==> src/hw/rtl/bseg_pkg.sv <==
// Shared types and constants for the buzzer sound effect generator.
`default_nettype none

package bseg_pkg;

    localparam logic OP_TICK  = 1'b0;
    localparam logic OP_START = 1'b1;

    localparam int unsigned CFG_IDX_W  = 2;
    localparam int unsigned CFG_DATA_W = 16;

    localparam logic [CFG_IDX_W-1:0] CFG_HIGH_UNITS   = 2'd0;
    localparam logic [CFG_IDX_W-1:0] CFG_LOW_UNITS    = 2'd1;
    localparam logic [CFG_IDX_W-1:0] CFG_TICKS_PER_MS = 2'd2;

    localparam logic [3:0]  HIGH_UNITS_RST   = 4'd1;
    localparam logic [7:0]  LOW_UNITS_RST    = 8'd29;
    localparam logic [15:0] TICKS_PER_MS_RST = 16'd1000;

    typedef struct packed {
        logic              op;
        logic [7:0]        period;
        logic [7:0]        length;
        logic [7:0]        repeats;
        logic [7:0]        pause_ms;
        logic signed [7:0] deviation;
    } t_item;

    typedef struct packed {
        logic [3:0]  high_units;
        logic [7:0]  low_units;
        logic [15:0] ticks_per_ms;
    } t_cfg;

    typedef struct packed {
        logic buzzer;
        logic busy_res;
        logic done_res;
        logic rejected;
    } t_result;

endpackage

`default_nettype wire

==> src/hw/rtl/buzzer_sound_effect_generator_top.sv <==
// Top level of the buzzer sound effect generator: handshakes, registers and engine.
//
// Each input transfer is either a one-microsecond tick (op 0) or a start command
// (op 1) with period, length, repeats, pause and deviation. Every input transfer
// yields exactly one output transfer with the buzzer level, busy, done and
// rejected flags, in order.
// An accepted item is held in an input register and then processed into the output
// register, which shows its result; while the output stalls it waits in the input register.
// One item is accepted in every cycle unless the input side stalls; the effect state updates once per item.
// When the receiver stalls, the output register holds its result and the input
// register fills; the input side stalls only while both are occupied and the
// output is still stalled.
// Configuration writes go to the high units, low units and ticks per millisecond
// registers and are to be made only while the block is idle; the block does not enforce this.
// Synchronous reset empties both registers, stops any effect and restores the
// configuration defaults.
`default_nettype none

module buzzer_sound_effect_generator_top #(
    parameter int unsigned LENGTH_SHIFT = 7
) (
    input  wire logic                                i_clk,
    input  wire logic                                i_rst_n,
    input  wire logic                                i_cfg_we,
    input  wire logic [bseg_pkg::CFG_IDX_W-1:0]      i_cfg_idx,
    input  wire logic [bseg_pkg::CFG_DATA_W-1:0]     i_cfg_data,
    input  wire logic                                i_in_valid,
    output logic                                     o_in_stall,
    input  wire logic                                i_op,
    input  wire logic [7:0]                          i_period,
    input  wire logic [7:0]                          i_length,
    input  wire logic [7:0]                          i_repeats,
    input  wire logic [7:0]                          i_pause_ms,
    input  wire logic signed [7:0]                   i_deviation,
    output logic                                     o_out_valid,
    input  wire logic                                i_out_stall,
    output logic                                     o_buzzer,
    output logic                                     o_busy_res,
    output logic                                     o_done_res,
    output logic                                     o_rejected
);
    import bseg_pkg::*;

    t_cfg    r_cfg;
    logic    r_s1_valid;
    t_item   r_s1_item;
    logic    r_out_valid;
    t_result r_out;
    t_result eng_res;
    logic    adv;
    logic    accept;

    assign adv        = r_s1_valid && (!r_out_valid || !i_out_stall);
    assign o_in_stall = r_s1_valid && !adv;
    assign accept     = i_in_valid && !o_in_stall;

    always_ff @(posedge i_clk) begin
        if (!i_rst_n) begin
            r_cfg.high_units   <= HIGH_UNITS_RST;
            r_cfg.low_units    <= LOW_UNITS_RST;
            r_cfg.ticks_per_ms <= TICKS_PER_MS_RST;
        end else if (i_cfg_we) begin
            unique case (i_cfg_idx)
                CFG_HIGH_UNITS:   r_cfg.high_units   <= i_cfg_data[3:0];
                CFG_LOW_UNITS:    r_cfg.low_units    <= i_cfg_data[7:0];
                CFG_TICKS_PER_MS: r_cfg.ticks_per_ms <= i_cfg_data[15:0];
                default: ;
            endcase
        end
    end

    always_ff @(posedge i_clk) begin
        if (!i_rst_n) begin
            r_s1_valid <= 1'b0;
        end else if (accept) begin
            r_s1_valid <= 1'b1;
        end else if (adv) begin
            r_s1_valid <= 1'b0;
        end
        if (accept) begin
            r_s1_item.op        <= i_op;
            r_s1_item.period    <= i_period;
            r_s1_item.length    <= i_length;
            r_s1_item.repeats   <= i_repeats;
            r_s1_item.pause_ms  <= i_pause_ms;
            r_s1_item.deviation <= i_deviation;
        end
    end

    bseg_engine #(
        .LENGTH_SHIFT (LENGTH_SHIFT)
    ) u_engine (
        .i_clk   (i_clk),
        .i_rst_n (i_rst_n),
        .i_step  (adv),
        .i_item  (r_s1_item),
        .i_cfg   (r_cfg),
        .o_res   (eng_res)
    );

    always_ff @(posedge i_clk) begin
        if (!i_rst_n) begin
            r_out_valid <= 1'b0;
        end else if (adv) begin
            r_out_valid <= 1'b1;
        end else if (!i_out_stall) begin
            r_out_valid <= 1'b0;
        end
        if (adv) begin
            r_out <= eng_res;
        end
    end

    assign o_out_valid = r_out_valid;
    assign o_buzzer    = r_out.buzzer;
    assign o_busy_res  = r_out.busy_res;
    assign o_done_res  = r_out.done_res;
    assign o_rejected  = r_out.rejected;

endmodule

`default_nettype wire

==> src/hw/rtl/bseg_engine.sv <==
// Effect state and per-item next-state logic of the buzzer sound effect generator.
`default_nettype none

module bseg_engine #(
    parameter int unsigned LENGTH_SHIFT = 7
) (
    input  wire logic             i_clk,
    input  wire logic             i_rst_n,
    input  wire logic             i_step,
    input  wire bseg_pkg::t_item  i_item,
    input  wire bseg_pkg::t_cfg   i_cfg,
    output bseg_pkg::t_result     o_res
);
    import bseg_pkg::*;

    typedef enum logic [1:0] {
        PH_IDLE,
        PH_HIGH,
        PH_LOW,
        PH_PAUSE
    } t_phase;

    t_phase             r_phase, n_phase;
    logic [15:0]        r_inner, n_inner;
    logic [7:0]         r_outer, n_outer;
    logic signed [15:0] r_budget, n_budget;
    logic [7:0]         r_period, n_period;
    logic [7:0]         r_repeats, n_repeats;
    logic [7:0]         r_length, n_length;
    logic [7:0]         r_pause, n_pause;
    logic signed [7:0]  r_dev, n_dev;
    logic [15:0]        r_tpm, n_tpm;

    logic [7:0]         low_eff;
    logic [15:0]        reload;
    logic signed [9:0]  dev_diff;
    logic [7:0]         fin_period;
    logic [7:0]         fin_repeats;
    logic signed [15:0] budget_next;
    logic               do_finish;
    logic               do_repeat;
    logic               do_pulse;
    logic [7:0]         pulse_period;
    logic [7:0]         repeat_length;
    t_result            res;

    always_comb begin
        low_eff  = (i_cfg.low_units == 8'd0) ? 8'd1 : i_cfg.low_units;
        reload   = (r_phase == PH_PAUSE) ? r_tpm : {8'd0, r_period};
        dev_diff = $signed({2'b00, r_period}) - $signed({{2{r_dev[7]}}, r_dev});
        if (r_dev[7]) begin
            fin_period = (dev_diff > 10'sd255) ? 8'd255 : dev_diff[7:0];
        end else if (r_period > r_dev[7:0]) begin
            fin_period = dev_diff[7:0];
        end else begin
            fin_period = r_period;
        end
        fin_repeats = r_repeats - 8'd1;
        budget_next = r_budget - $signed({8'd0, r_period});

        n_phase   = r_phase;
        n_inner   = r_inner;
        n_outer   = r_outer;
        n_budget  = r_budget;
        n_period  = r_period;
        n_repeats = r_repeats;
        n_length  = r_length;
        n_pause   = r_pause;
        n_dev     = r_dev;
        n_tpm     = r_tpm;
        res       = '0;
        do_finish = 1'b0;
        do_repeat = 1'b0;
        do_pulse  = 1'b0;
        pulse_period  = r_period;
        repeat_length = r_length;

        if (i_item.op == OP_START) begin
            if (r_phase != PH_IDLE || i_item.period == 8'd0) begin
                res.rejected = 1'b1;
            end else begin
                n_period  = i_item.period;
                n_length  = i_item.length;
                n_repeats = i_item.repeats;
                n_pause   = i_item.pause_ms;
                n_dev     = i_item.deviation;
                if (i_item.repeats == 8'd0) begin
                    res.done_res = 1'b1;
                end else begin
                    do_repeat     = 1'b1;
                    repeat_length = i_item.length;
                    pulse_period  = i_item.period;
                end
            end
        end else if (r_phase != PH_IDLE) begin
            res.buzzer = (r_phase == PH_HIGH);
            if (r_inner != 16'd1) begin
                n_inner = r_inner - 16'd1;
            end else if (r_outer != 8'd1) begin
                n_inner = reload;
                n_outer = r_outer - 8'd1;
            end else begin
                case (r_phase)
                    PH_HIGH: begin
                        n_phase = PH_LOW;
                        n_inner = {8'd0, r_period};
                        n_outer = low_eff;
                    end
                    PH_LOW: begin
                        n_budget = budget_next;
                        if (!budget_next[15]) begin
                            do_pulse = 1'b1;
                        end else if (r_pause != 8'd0 && i_cfg.ticks_per_ms != 16'd0) begin
                            n_phase = PH_PAUSE;
                            n_inner = i_cfg.ticks_per_ms;
                            n_outer = r_pause;
                            n_tpm   = i_cfg.ticks_per_ms;
                        end else begin
                            do_finish = 1'b1;
                        end
                    end
                    default: begin
                        do_finish = 1'b1;
                    end
                endcase
            end
        end

        if (do_finish) begin
            n_period  = fin_period;
            n_repeats = fin_repeats;
            if (fin_repeats != 8'd0) begin
                do_repeat    = 1'b1;
                pulse_period = fin_period;
            end else begin
                n_phase      = PH_IDLE;
                res.done_res = 1'b1;
            end
        end

        if (do_repeat) begin
            n_budget = $signed(16'({8'd0, repeat_length} << LENGTH_SHIFT));
            do_pulse = 1'b1;
        end

        if (do_pulse) begin
            n_inner = {8'd0, pulse_period};
            if (i_cfg.high_units != 4'd0) begin
                n_phase = PH_HIGH;
                n_outer = {4'd0, i_cfg.high_units};
            end else begin
                n_phase = PH_LOW;
                n_outer = low_eff;
            end
        end

        if (i_item.op == OP_START) begin
            res.buzzer = (n_phase == PH_HIGH);
        end
        res.busy_res = (n_phase != PH_IDLE);
        o_res = res;
    end

    always_ff @(posedge i_clk) begin
        if (!i_rst_n) begin
            r_phase   <= PH_IDLE;
            r_inner   <= '0;
            r_outer   <= '0;
            r_budget  <= '0;
            r_period  <= '0;
            r_repeats <= '0;
            r_length  <= '0;
            r_pause   <= '0;
            r_dev     <= '0;
            r_tpm     <= '0;
        end else if (i_step) begin
            r_phase   <= n_phase;
            r_inner   <= n_inner;
            r_outer   <= n_outer;
            r_budget  <= n_budget;
            r_period  <= n_period;
            r_repeats <= n_repeats;
            r_length  <= n_length;
            r_pause   <= n_pause;
            r_dev     <= n_dev;
            r_tpm     <= n_tpm;
        end
    end

endmodule

`default_nettype wire

==> config.mk <==
export PLATFORM = sky130hd
export DESIGN_NAME = buzzer_sound_effect_generator_top
export DESIGN_NICKNAME = d
export VERILOG_FILES = /design/src/hw/rtl/bseg_pkg.sv /design/src/hw/rtl/buzzer_sound_effect_generator_top.sv /design/src/hw/rtl/bseg_engine.sv
export SDC_FILE = /design/constraint.sdc
export NUM_CORES = 1
export LEC_CHECK = 0
export ABC_AREA = 1
export BUFFER_PORTS_ARGS = -buffer_cell sky130_fd_sc_hd__buf_4
export CAP_MARGIN = 20
export CORE_MARGIN = 2
export CORE_UTILIZATION = 55
export CTS_CLUSTER_DIAMETER = 100
export CTS_CLUSTER_SIZE = 10
export DETAILED_ROUTE_END_ITERATION = 10
export GPL_ROUTABILITY_DRIVEN = 0
export GPL_TIMING_DRIVEN = 0
export PLACE_DENSITY = 0.81
export SKIP_CTS_REPAIR_TIMING = 1
export SYNTH_ARGS = -nofsm -noshare
export SYNTH_HDL_FRONTEND = slang
export SYNTH_HIERARCHICAL = 1
export SYNTH_SLANG_ARGS = --single-unit
export TNS_END_PERCENT = 100
==> constraint.sdc <==
create_clock -name i_clk -period 2.6 [get_ports i_clk]
set_input_delay 0.26 -clock i_clk [delete_from_list [all_inputs] [get_ports i_clk]]
set_output_delay 0.26 -clock i_clk [all_outputs]
set_load 0.05 [all_outputs]
### Yosys cells after proc, flatten, opt, wreduce, memory -nomap -nowiden

Index checks and enable logic that the tools add are counted.
Widths: inputs -> output; s select.

* flip-flop bits (word level): 173

* $add $sub $neg: 5
* $lt $le $gt $ge: 2
* equality and inequality tests: 19
* mux-type cells: 84
* bitwise gates (word level): 4
* reductions and logical operators: 36

Operator list (count)
* $mux 16: 14
* $mux 8: 26
* $pmux 16 s2: 1
* $mux 1: 29
* $logic_not 8->1: 3
* $mux 2: 11
* $ne 16x1->1 const B: 1
* $pmux 8 s2: 1
* $reduce_bool 16->1: 1
* $reduce_bool 8->1: 2
* $sub 16x1->16 const B: 1
* $sub 16x9->16: 1
* $sub 8x1->8 const B: 2
* $ne 2x1->1 const B: 7
* $reduce_bool 2->1: 7
* $reduce_and 6->1: 2
* $gt 10x9->1 const B: 1
* $ne 5x1->1 const B: 2
* $sub 9x8->10: 1
* $gt 8x8->1: 1
* $ne 4x1->1 const B: 2
* $ne 8x1->1 const B: 1
* $reduce_and 8->1: 1
* $reduce_bool 4->1: 2
* 13 further kinds: 30

### Logic depth before layout (Yosys ltp)

Gate-level depths: netlist of the first run.

* depth in word-level cells: 14
* gate-level depth with buffers: 20
* gate-level depth less buffers: 20

### Hierarchy

Netlist of the first run, hierarchy kept.

Modules (own cells, without submodules)
* bseg_engine: times used 1, cells an instance 1202, area an instance 7407.1 um^2, sequential area each 1961.9 um^2
* buzzer_sound_effect_generator_top: times used 1, cells an instance 222, area an instance 2578.7 um^2, sequential area each 1951.9 um^2

### Worst setup path after synthesis of the first run

Ideal clock, no wire load.

* path type: reg-to-reg
* start: register u_engine.r_period[6]
* end: register r_out (netlist bit o_buzzer) (data pin)
* data arrival time: 2180 ps
* required time: 2348 ps
* setup slack: 168 ps
* stages on the path, launching flop included: 19
* path buffers: 2
* path through: dfxtp_1 -> inv_1 -> ha_1 -> nand2_1 -> inv_1 -> a21oi_1 -> nand2_1 -> nand2_1 -> nand2_1 -> nand2_1 -> nand3_2 -> nand3_4 -> buf_6 -> nand3_4 -> buf_6 -> nand2_1 -> nand2_1 -> nand2_1 -> nand2_1

RTL lines
* start: declaration: line bseg_engine.sv:27 `logic [7:0] r_period, n_period;`
* start signal: assignment: line bseg_engine.sv:181 `r_period <= n_period;`
* end signal: assignment: line buzzer_sound_effect_generator_top.sv:110 `r_out <= eng_res;`
* end: declaration: line buzzer_sound_effect_generator_top.sv:48 `t_result r_out;`

### Worst setup path after layout of the first run

* start: register u_engine.r_period[4]
* end: register u_engine.r_inner[7]

* longest elaborated chain between the ends: 11
* elaborated cells between the ends (all ways): 30
* classes of those cells: add/sub: 2; order compare: 2; eq/ne: 3; mux: 20; reduce/logical: 3

Ends and longest elaborated chain
* $sub 16x9->16: line bseg_engine.sv:59 `budget_next = r_budget - $signed({8'd0, r_period});`
* $mux 1: line bseg_engine.sv:111 `if (!budget_next[15]) begin`
* $pmux 1 s2: line bseg_engine.sv:103 `case (r_phase)`
* $mux 1: line bseg_engine.sv:99 `end else if (r_outer != 8'd1) begin`
* $mux 1: line bseg_engine.sv:97 `if (r_inner != 16'd1) begin`
* $mux 1: line bseg_engine.sv:95 `end else if (r_phase != PH_IDLE) begin`
* $mux 1: line bseg_engine.sv:78 `if (i_item.op == OP_START) begin`
* $mux 1: line bseg_engine.sv:129 `if (do_finish) begin`
* $mux 1: line bseg_engine.sv:141 `if (do_repeat) begin`
* $ne 5x1->1 (no line), or another cell as far along
* $reduce_and 6->1 (no line)
* end signal: assignment: line bseg_engine.sv:178 `r_inner <= n_inner;`
* end: declaration: line bseg_engine.sv:24 `logic [15:0] r_inner, n_inner;`

Parallel ways exist; a longest one is shown, timed or not.
A chain may end at the register's enable or synchronous reset.

==> results of run 1 <==
==> worst max-delay path, stage by stage, from the launching register on <==
cell,delay (ns)
dfxtp_4,0.39
clkinvlp_4,0.20
ha_4,0.32
nand2_2,0.07
nand2_2,0.07
a21oi_2,0.16
nand2_1,0.11
nand2_2,0.11
nand2_2,0.07
nand2_2,0.11
nand4_1,0.20
nor2_4,0.25
nor2_8,0.09
nand2_8,0.13
nand2_8,0.09
buf_8,0.15
nor2_1,0.17
nor2_1,0.08
==> power by group <==
part | total (W) | internal (W) | switching (W)
combinational | 0.00208 | 0.000811 | 0.00127
sequential | 0.00302 | 0.00290 | 0.000123
clock | 0.00245 | 0.00128 | 0.00117
total | 0.00755 | 0.00499 | 0.00256
==> cell usage after synthesis (all sizes together) (10+ instances only) <==
library cell	instances	area share [%]
xor2	25	2.2
ha	27	3.4
o21ai	91	4.6
nand3	111	6.0
dfxtp	128	26
nor2	211	8.5
a31oi	10	0.63
edfxtp	45	14
o221ai	10	0.88
clkbuf	27	1.0
inv	164	6.2
a21oi	82	4.4
nor3	23	1.3
nand2	377	15
a211oi	13	1.1
buf	30	2.2
==> registers in the layout, indices dropped and copies added (netlist names), 2 cells and up <==
signal              count
u_engine/r_outer        8
u_engine/r_pause        8
u_engine/r_repeats      8
u_engine/r_period       8
u_engine/r_budget      16
u_engine/r_dev          8
u_engine/r_inner       16
u_engine/r_tpm         16
u_engine/r_phase        2
u_engine/r_length       8
r_cfg                  28
r_s1_item              41
==> per-layer routing <==
layer  track usage, %  vias up
met5                0        -
met4             9.78        0
met3             5.25      141
met2             44.6      642
met1             35.2     4779
li1                 -     4962
==> layout make-up <==
cell class	instances	share of cell area [%]
Multi-Input combinational cell	1027	43.4
Sequential cell	173	31.2
Timing Repair Buffer	152	10.5
Inverter	169	5.21
Clock buffer	20	3.54
Buffer	57	3.04
Tap cell	229	2.27
Clock inverter	12	0.832
==> metrics by stage <==
step	instances	setup slack [ns]	utilization (%)	power [W]
floorplan	1424	0.168	-	0.00427
global placement	1719	-0.443	60.1	0.00466
detailed placement	1720	-0.484	60.3	0.00470
CTS	1752	-0.492	63.4	0.00712
global route	1839	-0.308	70.5	0.00786
finish	1839	-0.281	70.5	0.00755
==> worst paths after layout <==
| check | startpoint | end | slack, ns | cells past startpoint |
|---|---|---|---|---|
| worst max register to register | u_engine/r_period[4]$_SDFFE_PN0P_ | u_engine/r_inner[7]$_SDFFE_PN0P_ | -0.28 | 17 |
| worst max-delay path | u_engine/r_period[4]$_SDFFE_PN0P_ | u_engine/r_inner[7]$_SDFFE_PN0P_ | -0.28 | 17 |
| worst min-delay path | i_cfg_data[9] | r_cfg[9]$_SDFFE_PN1P_ | 0.04 | 3 |
| worst min register to register | u_engine/r_length[1]$_SDFFE_PN0P_ | u_engine/r_length[1]$_SDFFE_PN0P_ | 0.46 | 2 |
==> cells in the final DEF (no fill, tap or decap), types with 30 or more instances in the layout <==
cell type and instances:
edfxtp_1 45, dlygate4sd3_1 41, buf_4 108, nand2_1 336, dfxtp_1 120, o21ai_0 84, nand3_1 97, a21oi_1 69
nand2_2 30, nor2_1 192, inv_1 147
==> logic make-up after synthesis <==
logic type,count (synthesis),synth area share (%)
AND/OR/NAND/NOR,744,32.0
adder cells (fa/ha/maj),29,3.78
buffers and inverters,226,9.65
XOR/XNOR,29,2.54
flip-flops,173,39.2
AO/OA/AOI/OAI,223,12.8
==> qor.txt, run 1 <==
crit-path max FO -> 7
clk sinks -> 173
Worst-Skew Late Latency -> 0.43 ns
cells after synthesis -> 1424
critical path data required time -> 2.92 ns
initial core utilization -> 55.8%
Main synth FF type -> dfxtp_1
number of flops mapped to enable cells by yosys -> 45
Syn. warnings -> 6
DR DRC count -> 0
core area -> 17900 um2
CP Data Arrival Time -> 3.20 ns
clock transition at the registers of the reported paths -> 0.07 ns
port bufs -> 66
max-slew violation count -> 0
grt total ovfl -> 0
total die area -> 19300 um2
area of the multi-input gates -> 5480 um2
setup ws final -> -0.281 ns
first-pass GRT wire length -> 42300 um
Area growth syn-to-layout -> 26.5%
Period minus WS final -> 2.88 ns
max frequency -> 347 MHz
met2 WL -> 14300 um
# rows -> 49
DR top layer -> met4
initial antenna violation count -> 0
Final Routed Wirelength -> 30600 um
Slew @ Worst Pin -> 0.746 ns
fillers -> 1379
sum of net half-perimeters after detailed placement -> 19800 um
fin nets -> 1690
register bit count reported by yosys -> 173
setup repair after global routing missed its margin -> true
Final Hold Viols -> 0
routed vias -> 10500
met3 WL post-DR -> 2850 um
syn_area_per_cell -> 7.01 um2
Via density -> 5.72
Seq. cell area -> 3940 um2
Fin Hold WS -> 0.0372 ns
drt pass-1 iters -> 8
Setup-failing EPs final -> 51
syn_nets -> 1517
Tcrit/Tclk final -> 111%
DRT met1 WL -> 11800 um
worst rel slew slack -> 50.3%
VDD IR max -> 0.562 mV
LEAKAGE -> 5.77 nW
IO Pins -> 70
largest net degree at the start of global routing -> 28
H-tree levels -> 4
failing checks -> negative setup slack
CTS tree -> done
clk_skew -> 0.00998 ns
HP Class -> primary input to register
CP Class -> register to register
Root Buffer -> clkbuf_16
critical path startpoint category -> register
post-synthesis sequential area ratio -> 39.2%
DP Area -> 10800 um2
Die W -> 139 um
Initial DRC Count -> 1306
Die Span Y -> 139 um
CTS Buffer Depth -> 2
max_cap viols -> 0
Antenna diodes -> 0
final setup TNS -> -7.36 ns
total CTS buffers -> 17
Async SR Flop Fraction -> 0%
status -> complete, but fails checks
Unique masters post-synth -> 52
mapped cell area -> 9990 um2
gr usage total -> 26.9%
wire length per cell -> 16.6 um
Crit. End Element -> register
vias in the first global route -> 8762
share of cells above drive strength 1 -> 19.0%
post-route ant nets -> 0
cell area after layout -> 12600 um2
PD cells -> 598 nW/um2
Power figures use the tool's default switching activity.
==> run 2: changes to the inputs <==
- CELL_PAD_IN_SITES_DETAIL_PLACEMENT: unset -> 0
- CELL_PAD_IN_SITES_GLOBAL_PLACEMENT: unset -> 1
- CORE_UTILIZATION: 55 -> 44
- PLACE_DENSITY: 0.81 -> 0.87
==> qor.txt, run 2 (synthesized netlist as in run 1, its figures left out) <==
Tcrit/Tclk final -> 107% (-4.1 points)
fin nets -> 1676 (-0.83%)
crit-path max FO -> 7 (unchanged)
# rows -> 55 (+12%)
placed cells -> 1776 (+3.3%)
Final Routed Wirelength -> 29500 um (-3.6%)
Die Span Y -> 155 um (+11%)
port bufs -> 66 (unchanged)
failing checks -> negative setup slack
initial antenna violation count -> 0 (unchanged)
commonest cells after routing, fill and taps aside -> 350 x nand2_1, 192 x nor2_1, 147 x inv_1
initial core utilization -> 44.5% (-11 points)
routed vias -> 9728 (-7.6%)
H-tree levels -> 4 (unchanged)
clk_skew -> 0.0155 ns (+0.00549 ns)
max frequency -> 360 MHz (+3.8%)
Final Hold Viols -> 0 (unchanged)
Power Total -> 0.00775 W (+2.6%)
status -> complete, but fails checks
leading cell type in the layout, fill and taps excluded -> nand2_1
gr usage total -> 23.6% (-3.3 points)
critical path data required time -> 2.94 ns (+0.02 ns)
fillers -> 2171 (+57%)
wire length per cell -> 15.7 um (-5.8%)
Setup-failing EPs final -> 44 (-14%)
clk sinks -> 173 (unchanged)
Root Buffer -> clkbuf_16
CP Class -> register to register
Initial DRC Count -> 727 (-44%)
worst rel slew slack -> 35.2% (-15 points)
Worst-Skew Late Latency -> 0.44 ns (about the same)
DR DRC count -> 0 (unchanged)
largest registers -> r_s1_item (41), r_cfg (28)
CTS tree -> done
VDD IR max -> 0.432 mV (-23%)
setup ws final -> -0.176 ns (+0.106 ns)
clock transition at the registers of the reported paths -> 0.08 ns (about the same)
Antenna diodes -> 0 (unchanged)
CTS Buffer Depth -> 2 (unchanged)
LEAKAGE -> 5.77 nW (about the same)
HP Class -> primary input to register
Die W -> 155 um (+11%)
Crit. End Element -> register
setup repair after global routing missed its margin -> true
CP Data Arrival Time -> 3.12 ns (-0.08 ns)
IO Pins -> 70 (unchanged)
max-slew violation count -> 0 (unchanged)
Period minus WS final -> 2.78 ns (-0.106 ns)
sum of net half-perimeters after detailed placement -> 21200 um (+7.2%)
total die area -> 23900 um2 (+24%)
post-route ant nets -> 0 (unchanged)
grt total ovfl -> 0 (unchanged)
largest net degree at the start of global routing -> 28 (unchanged)
share of cells above drive strength 1 -> 17.6% (-1.4 points)
Reg with most FFs -> r_s1_item
final non-filler cell total -> 1881 (+2.3%)
vias in the first global route -> 8641 (-1.4%)
PD cells -> 613 nW/um2 (+2.5%)
max reg flops -> 41 (unchanged)
total CTS buffers -> 17 (unchanged)
critical path startpoint category -> register
first-pass GRT wire length -> 44400 um (+5.1%)
Area growth syn-to-layout -> 26.6%
Via density -> 5.17 (-9.6%)
Slew @ Worst Pin -> 0.963 ns (+0.217 ns)
core area -> 22400 um2 (+25%)
drt pass-1 iters -> 5 (-3)
max_cap viols -> 0 (unchanged)
[run 2: cell types whose count changed in the layout (fill, tap and decap cells not counted), moves of 4 or more]
cell        change
o21ai_2         +7
clkinvlp_4      -4
nand2_2        -13
clkinv_8        +6
o21ai_0         -5
buf_4          -11
nand2_1        +14
nand3_1         +4
[run 2: cell type report]
cell class                 instances  area, um2  share of cell area, %
buffer                            57        403                   3.19
clock buffer                      17        425                   3.36
clock inverter                    15        213                   1.68
inverter                         169        658                   5.21
multi-input combinational       1025       5400                   42.7
sequential                       173       3940                   31.1
tap                              285        357                   2.82
timing repair buffer             140       1250                   9.88
[run 2: critical path, cell delays in order, from the launching register on]
cell and delay [ns]:
dfxtp_2 0.41, inv_1 0.17, ha_1 0.25, nor2_2 0.16, nand3_1 0.14, nor3_4 0.23, nand2_2 0.12, nand2_4 0.10
nand3_4 0.10, nand3_4 0.14, nand2_8 0.09, nor2_8 0.23, nand2_2 0.10, nand2_4 0.15, buf_8 0.13, nand2_1 0.05
nand2_1 0.05, nor2_1 0.04
[run 2: report_power, final]
part / internal, W / switching [W]
Sequential: 0.00290 / 0.000116
Clock: 0.00141 / 0.00132
Combinational: 0.000803 / 0.00120
[run 2: final timing paths]
kind	slack [ns]	start	end	cells past startpoint
max	-0.18	u_engine/r_period[7]$_SDFFE_PN0P_	u_engine/r_outer[6]$_SDFFE_PN0P_	17
max reg2reg	-0.18	u_engine/r_period[7]$_SDFFE_PN0P_	u_engine/r_outer[6]$_SDFFE_PN0P_	17
min	0.03	i_cfg_data[8]	r_cfg[8]$_SDFFE_PN1P_	3
min reg2reg	0.46	u_engine/r_length[1]$_SDFFE_PN0P_	u_engine/r_length[1]$_SDFFE_PN0P_	2
[run 2: routing by layer]
layer / track usage (%) / up-vias / routed length, um
met3: 3.31 / 35 / 1570
met2: 39.4 / 243 / 14200
met4: 6.97 / 0 / 510
met5: 0 / - / 0
met1: 31.8 / 4516 / 13200
li1: - / 4934 / -
[run 2: stage by stage]
stage | instance area [um2] | setup slack [ns] | hold WS (ns) | setup TNS, ns | util [%]
floorplan | 9990 | 0.168 | 0.359 | 0 | -
global placement | 10800 | -0.600 | 0.438 | -28.29 | 48.3
detailed placement | 10900 | -0.599 | 0.439 | -29.90 | 48.4
CTS | 11500 | -0.601 | -0.0311 | -31.67 | 51.3
global route | 12600 | -0.297 | 0.0250 | -10.50 | 56.4
finish | 12600 | -0.176 | 0.0281 | -4.26 | 56.4
